**src/sv/pwmc_pkg.sv**
```systemverilog
package pwmc_pkg;

  // Sequencer states of the controller.
  typedef enum logic [2:0] {
    ST_IDLE,
    ST_MUL,
    ST_RANGE,
    ST_DIV,
    ST_DONE
  } state_t;

  // Configuration register indexes.
  typedef enum logic [2:0] {
    REG_KP       = 3'd0,
    REG_KI       = 3'd1,
    REG_REF_HIGH = 3'd2,
    REG_REF_LOW  = 3'd3,
    REG_WAVE_LEN = 3'd4
  } reg_index_t;

  localparam int GAIN_W   = 24;
  localparam int ADC_W    = 10;
  localparam int ERR_W    = 11;
  localparam int WL_W     = 11;
  localparam int PHASE_W  = 10;
  localparam int PCT_W    = 7;
  localparam int DUTY_W   = 12;
  localparam int PROD_H_W = 27;
  localparam int PROD_W   = PROD_H_W + GAIN_W;
  localparam int NUM_W    = 35;
  localparam int CNT_W    = 5;

  localparam logic [CNT_W-1:0] MUL_LAST = 5'd23;
  localparam logic [CNT_W-1:0] DIV_LAST = 5'd6;

  localparam logic [WL_W-1:0] WL_MIN = 11'd2;
  localparam logic [WL_W-1:0] WL_MAX = 11'd1024;

  // Divisor 3999 * 65536 and its value shifted up by six bits.
  localparam logic [NUM_W-1:0] DEN_TOP = 35'd16773021696;

  // Limits of the PI sum outside which the percentage saturates.
  localparam logic signed [PROD_W-1:0] S_LO = -51'sd128418448;
  localparam logic signed [PROD_W-1:0] S_HI = 51'sd131039232;

  // Fifty times the divisor, added before the division.
  localparam logic [NUM_W:0] HALF_BIAS = 36'd13103923200;

  localparam logic [PCT_W-1:0] PCT_MAX = 7'd100;

  localparam logic [GAIN_W-1:0]  KP_RESET       = 24'd0;
  localparam logic [GAIN_W-1:0]  KI_RESET       = 24'd0;
  localparam logic [ADC_W-1:0]   REF_HIGH_RESET = 10'd800;
  localparam logic [ADC_W-1:0]   REF_LOW_RESET  = 10'd200;
  localparam logic [WL_W-1:0]    WAVE_LEN_RESET = 11'd1000;

endpackage

```
**src/sv/pi_pwm_duty_controller_top.sv**
```systemverilog
// PI light-level controller with a clamped PWM duty output.
// Input channel (s_*): one request per control tick carries a 10-bit converter
// sample. The block takes a request only while it is idle; s_tready is high
// in that state and low while a tick is being worked on.
// Output channel (m_*): one result request per tick with the duty, the
// clamped percentage, the reference used and the error.
// The reference, error and integral are captured at the accepting edge. The
// tick then passes in order through the one-bit-per-cycle shift-add
// multiplier that forms kp*err + ki*integral, a range and scaling step and
// restoring division for the percentage; the result is then loaded into the
// output register.
// A new request is taken only after the previous tick has been loaded into
// the output register, so the serial multiplier and divider set the rate as
// long as the receiver keeps up.
// The output register frees the input side: a new tick is accepted while the
// previous result still waits. If the receiver stalls, the finished tick
// waits in its last state until the output register empties.
// Configuration is a plain write port; writing kp or ki clears the integral.
// Reset (synchronous, rst high) restores the register defaults, clears the
// integral and the reference phase, and drops m_tvalid.
module pi_pwm_duty_controller_top (
  input  logic        clk,
  input  logic        rst,
  input  logic        s_tvalid,
  output logic        s_tready,
  input  logic [15:0] s_tdata,   // [9:0] adc_sample, [15:10] zero
  output logic        m_tvalid,
  input  logic        m_tready,
  output logic [39:0] m_tdata,   // [11:0] duty, [18:12] percent,
                                 // [28:19] reference, [39:29] error_value
  input  logic        cfg_we,
  input  logic [2:0]  cfg_index,
  input  logic [23:0] cfg_data
);

  pwmc_pkg::state_t state, state_next;

  // Configuration registers.
  logic [pwmc_pkg::GAIN_W-1:0] kp, ki;
  logic [pwmc_pkg::ADC_W-1:0]  ref_high, ref_low;
  logic [pwmc_pkg::WL_W-1:0]   wave_length;

  // Controller state.
  logic [pwmc_pkg::GAIN_W-1:0]  integral;
  logic [pwmc_pkg::PHASE_W-1:0] phase;

  // Per-tick working registers.
  logic [pwmc_pkg::ADC_W-1:0]    ref_r;
  logic [pwmc_pkg::ERR_W-1:0]    err_r;
  logic [pwmc_pkg::GAIN_W-1:0]   eb, ab;
  logic [pwmc_pkg::PROD_H_W-1:0] prod_h;
  logic [pwmc_pkg::GAIN_W-1:0]   prod_l;
  logic [pwmc_pkg::CNT_W-1:0]    cnt;
  logic                          lo, hi;
  logic [pwmc_pkg::NUM_W-1:0]    rem, dvs;
  logic [pwmc_pkg::PCT_W-1:0]    quo;

  logic accept, load_out;

  // Wave-length clamp, reference selection, error, saturating integral and phase step.
  logic [pwmc_pkg::WL_W-1:0]    wl_eff;
  logic [pwmc_pkg::PHASE_W-1:0] half;
  logic [pwmc_pkg::ADC_W-1:0]   ref_sel;
  logic [pwmc_pkg::ERR_W-1:0]   err;
  logic [pwmc_pkg::GAIN_W:0]    acc_wide;
  logic [pwmc_pkg::GAIN_W-1:0]  acc_sat;
  logic [pwmc_pkg::WL_W-1:0]    phase_inc;
  logic [pwmc_pkg::PHASE_W-1:0] phase_next;

  always_comb begin
    if (wave_length < pwmc_pkg::WL_MIN) begin
      wl_eff = pwmc_pkg::WL_MIN;
    end else if (wave_length > pwmc_pkg::WL_MAX) begin
      wl_eff = pwmc_pkg::WL_MAX;
    end else begin
      wl_eff = wave_length;
    end
    half = wl_eff[pwmc_pkg::WL_W-1:1];
    ref_sel = (phase < half) ? ref_high : ref_low;
    err = {1'b0, ref_sel} - {1'b0, s_tdata[pwmc_pkg::ADC_W-1:0]};
    acc_wide = {integral[pwmc_pkg::GAIN_W-1], integral}
             + {{(pwmc_pkg::GAIN_W + 1 - pwmc_pkg::ERR_W){err[pwmc_pkg::ERR_W-1]}}, err};
    // The sum overflows when its two top bits differ; the top bit gives the side.
    if (acc_wide[pwmc_pkg::GAIN_W] != acc_wide[pwmc_pkg::GAIN_W-1]) begin
      acc_sat = acc_wide[pwmc_pkg::GAIN_W] ? {1'b1, {(pwmc_pkg::GAIN_W-1){1'b0}}}
                                           : {1'b0, {(pwmc_pkg::GAIN_W-1){1'b1}}};
    end else begin
      acc_sat = acc_wide[pwmc_pkg::GAIN_W-1:0];
    end
    phase_inc = {1'b0, phase} + 11'd1;
    phase_next = (phase_inc >= wl_eff) ? '0 : phase_inc[pwmc_pkg::PHASE_W-1:0];
  end

  // One step of the shared shift-add multiplier: both products advance by
  // one multiplier bit per cycle. The last step carries the sign weight.
  logic [pwmc_pkg::PROD_H_W-1:0] kp_x, ki_x, term, mul_sum;

  always_comb begin
    kp_x = eb[0] ? {{(pwmc_pkg::PROD_H_W - pwmc_pkg::GAIN_W){kp[pwmc_pkg::GAIN_W-1]}}, kp}
                 : '0;
    ki_x = ab[0] ? {{(pwmc_pkg::PROD_H_W - pwmc_pkg::GAIN_W){ki[pwmc_pkg::GAIN_W-1]}}, ki}
                 : '0;
    term = kp_x + ki_x;
    mul_sum = (cnt == pwmc_pkg::MUL_LAST) ? (prod_h - term) : (prod_h + term);
  end

  // Range test and scaling of the finished PI sum, and the divider's compare.
  logic signed [pwmc_pkg::PROD_W-1:0] prod;
  logic [pwmc_pkg::NUM_W:0]           num_full;
  logic                               div_ge;

  always_comb begin
    prod = $signed({prod_h, prod_l});
    num_full = ({{7{prod[28]}}, prod[28:0]} * 36'd100) + pwmc_pkg::HALF_BIAS;
    div_ge = (rem >= dvs);
  end

  // Final percentage and duty: floor(p*3999/100) is 40p-1 for p above zero.
  logic [pwmc_pkg::PCT_W-1:0]  pct;
  logic [pwmc_pkg::DUTY_W-1:0] duty;

  always_comb begin
    if (lo) begin
      pct = '0;
    end else if (hi) begin
      pct = pwmc_pkg::PCT_MAX;
    end else begin
      pct = quo;
    end
    if (pct == '0) begin
      duty = '0;
    end else begin
      duty = ({5'b0, pct} * 12'd40) - 12'd1;
    end
  end

  // Sequencer.
  always_ff @(posedge clk) begin
    if (rst) begin
      state <= pwmc_pkg::ST_IDLE;
    end else begin
      state <= state_next;
    end
  end

  always_comb begin
    state_next = state;
    s_tready = 1'b0;
    load_out = 1'b0;
    case (state)
      pwmc_pkg::ST_IDLE: begin
        s_tready = 1'b1;
        if (s_tvalid) begin
          state_next = pwmc_pkg::ST_MUL;
        end
      end
      pwmc_pkg::ST_MUL: begin
        if (cnt == pwmc_pkg::MUL_LAST) begin
          state_next = pwmc_pkg::ST_RANGE;
        end
      end
      pwmc_pkg::ST_RANGE: begin
        state_next = pwmc_pkg::ST_DIV;
      end
      pwmc_pkg::ST_DIV: begin
        if (cnt == pwmc_pkg::DIV_LAST) begin
          state_next = pwmc_pkg::ST_DONE;
        end
      end
      pwmc_pkg::ST_DONE: begin
        if (!m_tvalid || m_tready) begin
          load_out = 1'b1;
          state_next = pwmc_pkg::ST_IDLE;
        end
      end
      default: begin
        state_next = pwmc_pkg::ST_IDLE;
      end
    endcase
  end

  assign accept = s_tvalid && s_tready;

  // Configuration registers, integral and reference phase.
  always_ff @(posedge clk) begin
    if (rst) begin
      kp          <= pwmc_pkg::KP_RESET;
      ki          <= pwmc_pkg::KI_RESET;
      ref_high    <= pwmc_pkg::REF_HIGH_RESET;
      ref_low     <= pwmc_pkg::REF_LOW_RESET;
      wave_length <= pwmc_pkg::WAVE_LEN_RESET;
      integral    <= '0;
      phase       <= '0;
    end else begin
      if (accept) begin
        integral <= acc_sat;
        phase    <= phase_next;
      end
      if (cfg_we) begin
        case (pwmc_pkg::reg_index_t'(cfg_index))
          pwmc_pkg::REG_KP: begin
            kp       <= cfg_data;
            integral <= '0;
          end
          pwmc_pkg::REG_KI: begin
            ki       <= cfg_data;
            integral <= '0;
          end
          pwmc_pkg::REG_REF_HIGH: begin
            ref_high <= cfg_data[pwmc_pkg::ADC_W-1:0];
          end
          pwmc_pkg::REG_REF_LOW: begin
            ref_low <= cfg_data[pwmc_pkg::ADC_W-1:0];
          end
          pwmc_pkg::REG_WAVE_LEN: begin
            wave_length <= cfg_data[pwmc_pkg::WL_W-1:0];
          end
          default: begin
          end
        endcase
      end
    end
  end

  // Datapath: multiplier, range test and serial divider.
  always_ff @(posedge clk) begin
    case (state)
      pwmc_pkg::ST_IDLE: begin
        if (accept) begin
          ref_r  <= ref_sel;
          err_r  <= err;
          eb     <= {{(pwmc_pkg::GAIN_W - pwmc_pkg::ERR_W){err[pwmc_pkg::ERR_W-1]}}, err};
          ab     <= acc_sat;
          prod_h <= '0;
          prod_l <= '0;
          cnt    <= '0;
        end
      end
      pwmc_pkg::ST_MUL: begin
        prod_h <= {mul_sum[pwmc_pkg::PROD_H_W-1], mul_sum[pwmc_pkg::PROD_H_W-1:1]};
        prod_l <= {mul_sum[0], prod_l[pwmc_pkg::GAIN_W-1:1]};
        eb     <= {1'b0, eb[pwmc_pkg::GAIN_W-1:1]};
        ab     <= {1'b0, ab[pwmc_pkg::GAIN_W-1:1]};
        cnt    <= cnt + 5'd1;
      end
      pwmc_pkg::ST_RANGE: begin
        lo  <= (prod <= pwmc_pkg::S_LO);
        hi  <= (prod >= pwmc_pkg::S_HI);
        rem <= num_full[pwmc_pkg::NUM_W-1:0];
        dvs <= pwmc_pkg::DEN_TOP;
        quo <= '0;
        cnt <= '0;
      end
      pwmc_pkg::ST_DIV: begin
        if (div_ge) begin
          rem <= rem - dvs;
        end
        quo <= {quo[pwmc_pkg::PCT_W-2:0], div_ge};
        dvs <= {1'b0, dvs[pwmc_pkg::NUM_W-1:1]};
        cnt <= cnt + 5'd1;
      end
      pwmc_pkg::ST_DONE: begin
      end
      default: begin
      end
    endcase
  end

  // Output register.
  always_ff @(posedge clk) begin
    if (rst) begin
      m_tvalid <= 1'b0;
    end else if (load_out) begin
      m_tvalid <= 1'b1;
    end else if (m_tready) begin
      m_tvalid <= 1'b0;
    end
  end

  always_ff @(posedge clk) begin
    if (load_out) begin
      m_tdata <= {err_r, ref_r, pct, duty};
    end
  end

endmodule

```
**config.mk**
```make
export PLATFORM = sky130hd
export DESIGN_NAME = pi_pwm_duty_controller_top
export DESIGN_NICKNAME = d
export VERILOG_FILES = /design/src/sv/pwmc_pkg.sv /design/src/sv/pi_pwm_duty_controller_top.sv
export SDC_FILE = /design/constraint.sdc
export NUM_CORES = 1
export LEC_CHECK = 0
export ABC_CLOCK_PERIOD_IN_PS = 7400
export BUFFER_PORTS_ARGS = -buffer_cell sky130_fd_sc_hd__buf_2
export CAP_MARGIN = 30
export CORE_AREA = 2 2 256 258
export CTS_CLUSTER_SIZE = 10
export DETAILED_ROUTE_END_ITERATION = 7
export DIE_AREA = 0 0 258 260
export PLACE_DENSITY = 0.59
export SETUP_SLACK_MARGIN = 0.2
export SYNTH_ARGS = -nofsm -noshare
export SYNTH_HDL_FRONTEND = slang
export SYNTH_SLANG_ARGS = --single-unit
```
**constraint.sdc**
```tcl
create_clock -name clk -period 7.4 [get_ports clk]
set_input_delay 0.74 -clock clk [delete_from_list [all_inputs] [get_ports clk]]
set_output_delay 0.74 -clock clk [all_outputs]
set_load 0.01 [all_outputs]
```
==> metrics.cfg, run 1 <==
[sta]
worst_slew_pin_slew_ps = 971.7
drv_slew = 0
period_needed_ps = 6892
tns_ps = 0
setup_ws_ps = 507.9
timing.slew.headroom_pct = 35.12
fin_worst_skew_ps = 26.39
finalCritPeriodShare_pct = 93.14
fmax_ghz = 0.1451
hold_viol = 0
setup_viol = 0
rsz0062_at_grt = no

[grt]
grt_use_met2_pct = 30.61
overflow = 0
grt_max_degree = 75
use_met1_pct = 24.17
grt_usage_pct = 18.09
grt.busiest_layer = met2
grt_pass1_vias = 19690
grt_pass1_wl_mm = 100.6
grt.met3_usage_pct = 2.982
grt_antenna_before_repair = 3

[die]
ioPinCount = 90
die_height_um = 260
start_util_pct = 39.76
coreArea_um2 = 64120
die_area_um2 = 67080
die_w_um = 258
rows = 93

[cts]
hold_buffers = 0
clockRootBuffer = clkbuf_16
tritoncts.num_buffers = 45
clock-sinks = 357
clk_pin_slew_ps = 60
cts_max_level = 2
clock_path_buffers = 3
insertion_delay_ps = 600
tritoncts = yes

[yosys]
syn_area_um2 = 25490
synth_top_cell_area_share_pct = 28.27
synth_cell_types = 112
synth_edf_count = 240
ys_async_sr_fraction_pct = 0
synth_common_cells = nand2_1 (309), ha_1 (270), nor2_1 (258)
synthTopCellsByArea = edfxtp_1 (28%), ha_1 (13%), dfxtp_1 (9.2%), nand2_1 (4.6%), a21oi_1 (4.0%)
syn_avg_cell_area_um2 = 9.186
netlist_instances = 2775
synth_nets = 3127
seq_area_frac_synth_pct = 37.46
yosys_warnings = 0
synth_top_cell_by_area = edfxtp_1
ys_seq_elements = 357
synth_ff_type = edfxtp_1
yosysMostFrequentCell = nand2_1

[power]
p_comb_share_pct = 40.4
p_leak_nw = 12.14
fin_total_pwr_mw = 7.691
p_per_area_nw_per_um2 = 270.8
power_frac_clock_pct = 26.5
sequentialPowerShare_pct = 33.2
p_int_mw = 4.897
swShare_pct = 36.33
p_switching_mw = 2.794
ir_worst_vdd_mv = 0.1757

[placement]
dp_hpwl_mm = 45.34
dpl.cell_count = 3658
gp_congestion = 0.9047
place_ws_ps = 148.3
io_buffers = 83

[routing]
vias_per_cell = 5.262
postRouteAntennaNets = 0
drt-wirelength-per-cell_um = 16.35
first_pass_iters = 5
drt_drc_violations_left = 0
vias = 19680
drt_iter0_markers = 1114
drt-total-wl_mm = 61.15

[worst_setup_path]
cp.arrival_ps = 7220
crit_type = reg2reg
cp_slowest_stage_delay_ps = 400
critPathTopFamily = compound AO/OA/AOI/OAI gates
crit_buf_inv = 4
slowest_stage = dfxtp_1
worstPathRequired_ps = 7730
crit_path_start_kind = flop
crit_fanout = 15
crit_path_end_kind = flop

[hold_path]
worst_hold_path_type = in2reg

[final_layout]
area_growth_pct = 11.42
drive_above_1_share_pct = 9.879
final_cells = 3741
fin_nets = 3207

[run_status]
status = finished, final reports clean

[job]
maxCapViolCount = 0

## registers in the layout, indices dropped and copies added (netlist names), 26 cells and up
name,flops
m_tdata,38
rem,35
dvs,34
prod_h,26
## metal layers
metal / vias up / part of all wire [%]
li1: 9946 / -
met5: - / 0.046
met2: 355 / 46
met1: 9315 / 48
met3: 64 / 4.5
met4: 4 / 1.6
## area by class of cell
type / instances / area [µm²]
inverters: 251 / 945.9
diodes: 1 / 2.502
fillers: 6159 / 35710
multi-input cells: 2070 / 14670
clock inverters: 7 / 91.34
well taps: 855 / 1070
flip-flops and latches: 357 / 9549
clock buffers: 70 / 1260
repair buffers: 130 / 809.5
## cells in the final DEF, fill, tap and decap left out, types with 7 or more instances in the layout
master	n
o21a_1	26
fa_1	34
ha_1	268
nand4_1	29
a211oi_1	16
xor2_1	68
o21bai_1	22
buf_4	42
clkbuf_16	45
inv_1	248
or2_2	7
maj3_1	10
o21ai_2	8
nand2b_1	19
o211ai_1	14
a21oi_1	203
dfxtp_1	117
o21ai_1	18
nor4_1	13
nor2_1	252
mux2i_1	24
or3_1	8
o21ai_0	109
a31oi_1	24
a32oi_1	8
edfxtp_1	240
mux2_2	9
nand2_1	307
and3_1	16
and2_1	67
buf_2	84
nand3_1	63
clkbuf_1	21
o31ai_1	13
xnor2_1	105
a21o_1	63
a22o_1	17
nor2b_1	23
nor3_1	41
## worst min-delay path, stage by stage
cell and delay (ps):
buf_2 100, nand2_1 50, a21oi_1 50
## per-stage QoR
step,utilization [%],hold slack (ps),cell area (µm²)
after floorplan,-,400.3,25490
after global placement,41.87,405.8,26850
after detailed placement,41.95,404.5,26890
after CTS,44.06,355.4,28250
after global routing,44.30,375.6,28400
final,44.30,395.3,28400
## power groups by stage
stage | clock network [mW] | logic [mW] | registers, mW
global route | 2.18 | 3.52 | 2.57
CTS | 2.10 | 3.09 | 2.55
finish | 2.04 | 3.10 | 2.55
global placement | 0 | 3.01 | 2.59
detailed placement | 0 | 3.07 | 2.59
floorplan | 0 | 2.45 | 2.53
## worst paths after layout
kind	start	endpoint	slack (ps)	cells after the start
max	wave_length[10]$_SDFFE_PP0P_	ab[17]$_DFFE_PP_	510	31
min	cfg_data[20]	ki[20]$_SDFFE_PP0P_	400	3
max reg2reg	wave_length[10]$_SDFFE_PP0P_	ab[17]$_DFFE_PP_	510	31
min reg2reg	err_r[3]$_DFFE_PP_	m_tdata[32]$_DFFE_PP_	410	0
## kinds of logic after synthesis
family	count (synthesis)	synth area share [%]
AO/OA/AOI/OAI	649	16.73
AND/OR/NAND/NOR	896	16.35
buffers and inverters	348	5.596
flip-flops	357	37.46
multiplexers	36	1.473
XOR/XNOR	175	6.072
adder cells (fa/ha/maj)	314	16.32
## what timing repair did
item                                    4_1_cts  5_1_grt
pin swaps                                     0       12
buffers inserted                              0        4
resized for setup                             3       33
endpoints found under the setup margin       26       48
No activity file was read; power rests on OpenSTA's default activity.
==> inputs of run 2 (changes only) <==
Settings changed: REMOVE_ABC_BUFFERS set to 1.
==> metrics.cfg, run 2 (same netlist as run 1, synthesis figures left out) <==
[routing]
drt-wirelength-per-cell_um = 16.03
first_pass_iters = 5
vias_per_cell = 5.273
drt-total-wl_mm = 59.90
drt_iter0_markers = 1062
vias = 19700
postRouteAntennaNets = 0
drt_drc_violations_left = 0

[sta]
hold_viol = 0
worst_slew_pin_slew_ps = 955.0
timing.slew.headroom_pct = 36.33
fmax_ghz = 0.1445
fin_worst_skew_ps = 19.17
setup_viol = 0
tns_ps = 0
period_needed_ps = 6920
finalCritPeriodShare_pct = 93.52
drv_slew = 0
rsz0062_at_grt = no

[worst_setup_path]
crit_type = reg2reg
slowest_stage = mux2_1
rr_worst_depth = 34
crit_fanout = 14
critPathMostFrequentCell = buf_4
cp.arrival_ps = 7340
worstPathRequired_ps = 7820
crit_path_end_kind = flop
crit_path_start_kind = flop
cp_slowest_stage_delay_ps = 380

[placement]
io_buffers = 83
gp_congestion = 0.8846
dp_hpwl_mm = 44.52

[cts]
cts_max_level = 2
insertion_delay_ps = 580
clock_path_buffers = 3
clk_pin_slew_ps = 50
clock-sinks = 357
tritoncts.num_buffers = 44
clockRootBuffer = clkbuf_16
tritoncts = yes

[run_status]
status = finished, final reports clean

[power]
ir_worst_vdd_mv = 0.1687
p_per_area_nw_per_um2 = 270.4
p_leak_nw = 12.10

[grt]
grt_antenna_before_repair = 1
grt_pass1_vias = 19890
grt_max_degree = 75
grt_usage_pct = 17.76
overflow = 0
grt_pass1_wl_mm = 98.92

[die]
die_w_um = 258
die_height_um = 260
start_util_pct = 39.76
coreArea_um2 = 64120
rows = 93
ioPinCount = 90
die_area_um2 = 67080

[final_layout]
final_cell_mix = nand2_1 (308), ha_1 (269), nor2_1 (252)
fin_nets = 3202
area_growth_pct = 10.99
largest_reg_flops = 38
largestRegisters = m_tdata (38), rem (35), dvs (34)
drive_above_1_share_pct = 9.580
top_register = m_tdata
layout_commonest_cell = nand2_1
postLayoutCoreUtil_pct = 44.13

[hold_path]
whs_path_depth = 3
worst_hold_path_type = in2reg

[job]
maxCapViolCount = 0

## run 2: cell count changes in the layout (fill, tap and decap cells not counted), moves of 2 or more
cell / change
clkinv_2: +3
buf_2: +2
o21ai_2: -2
buf_4: -6
buf_6: +2
inv_6: -2
o21ai_1: +2
clkbuf_8: -2
## run 2: what timing repair did
action / CTS / global route
gates cloned: 0 / 1
hold buffers: 0 / 0
pin swaps: 1 / 6
setup buffers: 1 / 2
endpoints found under the setup margin: 25 / 48
gates resized for setup: 4 / 25
## run 2: where the power goes
part           leakage [nW]  switching, mW  internal (mW)  total (mW)
sequential             3.24          0.134           2.42        2.56
clock                 0.645          0.838           1.17        2.01
combinational          8.22           1.79           1.30        3.09
total                  12.1           2.76           4.89        7.65
## run 2: final timing paths
kind / startpoint / slack, ps / to
hold / removal: cfg_data[21] / 420 / ki[21]$_SDFFE_PP0P_
hold reg to reg: err_r[2]$_DFFE_PP_ / 420 / m_tdata[31]$_DFFE_PP_
setup reg to reg: wave_length[6]$_SDFFE_PP1P_ / 480 / ab[4]$_DFFE_PP_
setup / recovery: wave_length[6]$_SDFFE_PP1P_ / 480 / ab[4]$_DFFE_PP_
## run 2: critical path: cells and delay by family (launching register included)
family	cells	cell delay, ps
mux	1	380
fa+ha+maj	4	1290
flops	1	330
buf+inv	7	1160
simple gates	8	1180
compound gates	14	2420
## run 2: metal layers
metal	wire (µm)	global-route usage, %	share of wire, %	vias up
met5	0	0	0	-
met4	1378	5.186	2.3	0
met3	2610	2.904	4.4	93
li1	-	-	-	9928
met2	27940	30.53	47	385
met1	27980	22.97	47	9298
## run 2: area by class of cell
| type | count | area, µm² |
|---|---|---|
| Tap cell | 855 | 1070 |
| Clock buffer | 69 | 1257 |
| Fill cell | 6184 | 35820 |
| Antenna cell | 1 | 2.502 |
| Timing Repair Buffer | 126 | 749.5 |
| Inverter | 251 | 942.2 |
| Sequential cell | 357 | 9549 |
| Multi-Input combinational cell | 2070 | 14650 |
| Clock inverter | 8 | 75.07 |
## run 2: metrics by stage
stage / hold WS (ps) / area, µm² / worst slack [ps] / instances / total power [mW]
5_1_grt: 398.1 / 28290 / 28.24 / 3737 / 8.230
3_3_place_gp: 400.9 / 26810 / 192.3 / 3651 / 5.580
2_1_floorplan: 400.3 / 25010 / -1084 / 2678 / 4.954
4_1_cts: 383.9 / 28180 / 230.1 / 3732 / 7.692
3_5_place_dp: 404.5 / 26830 / 133.2 / 3654 / 5.647
6_report: 417.7 / 28290 / 479.6 / 3737 / 7.651
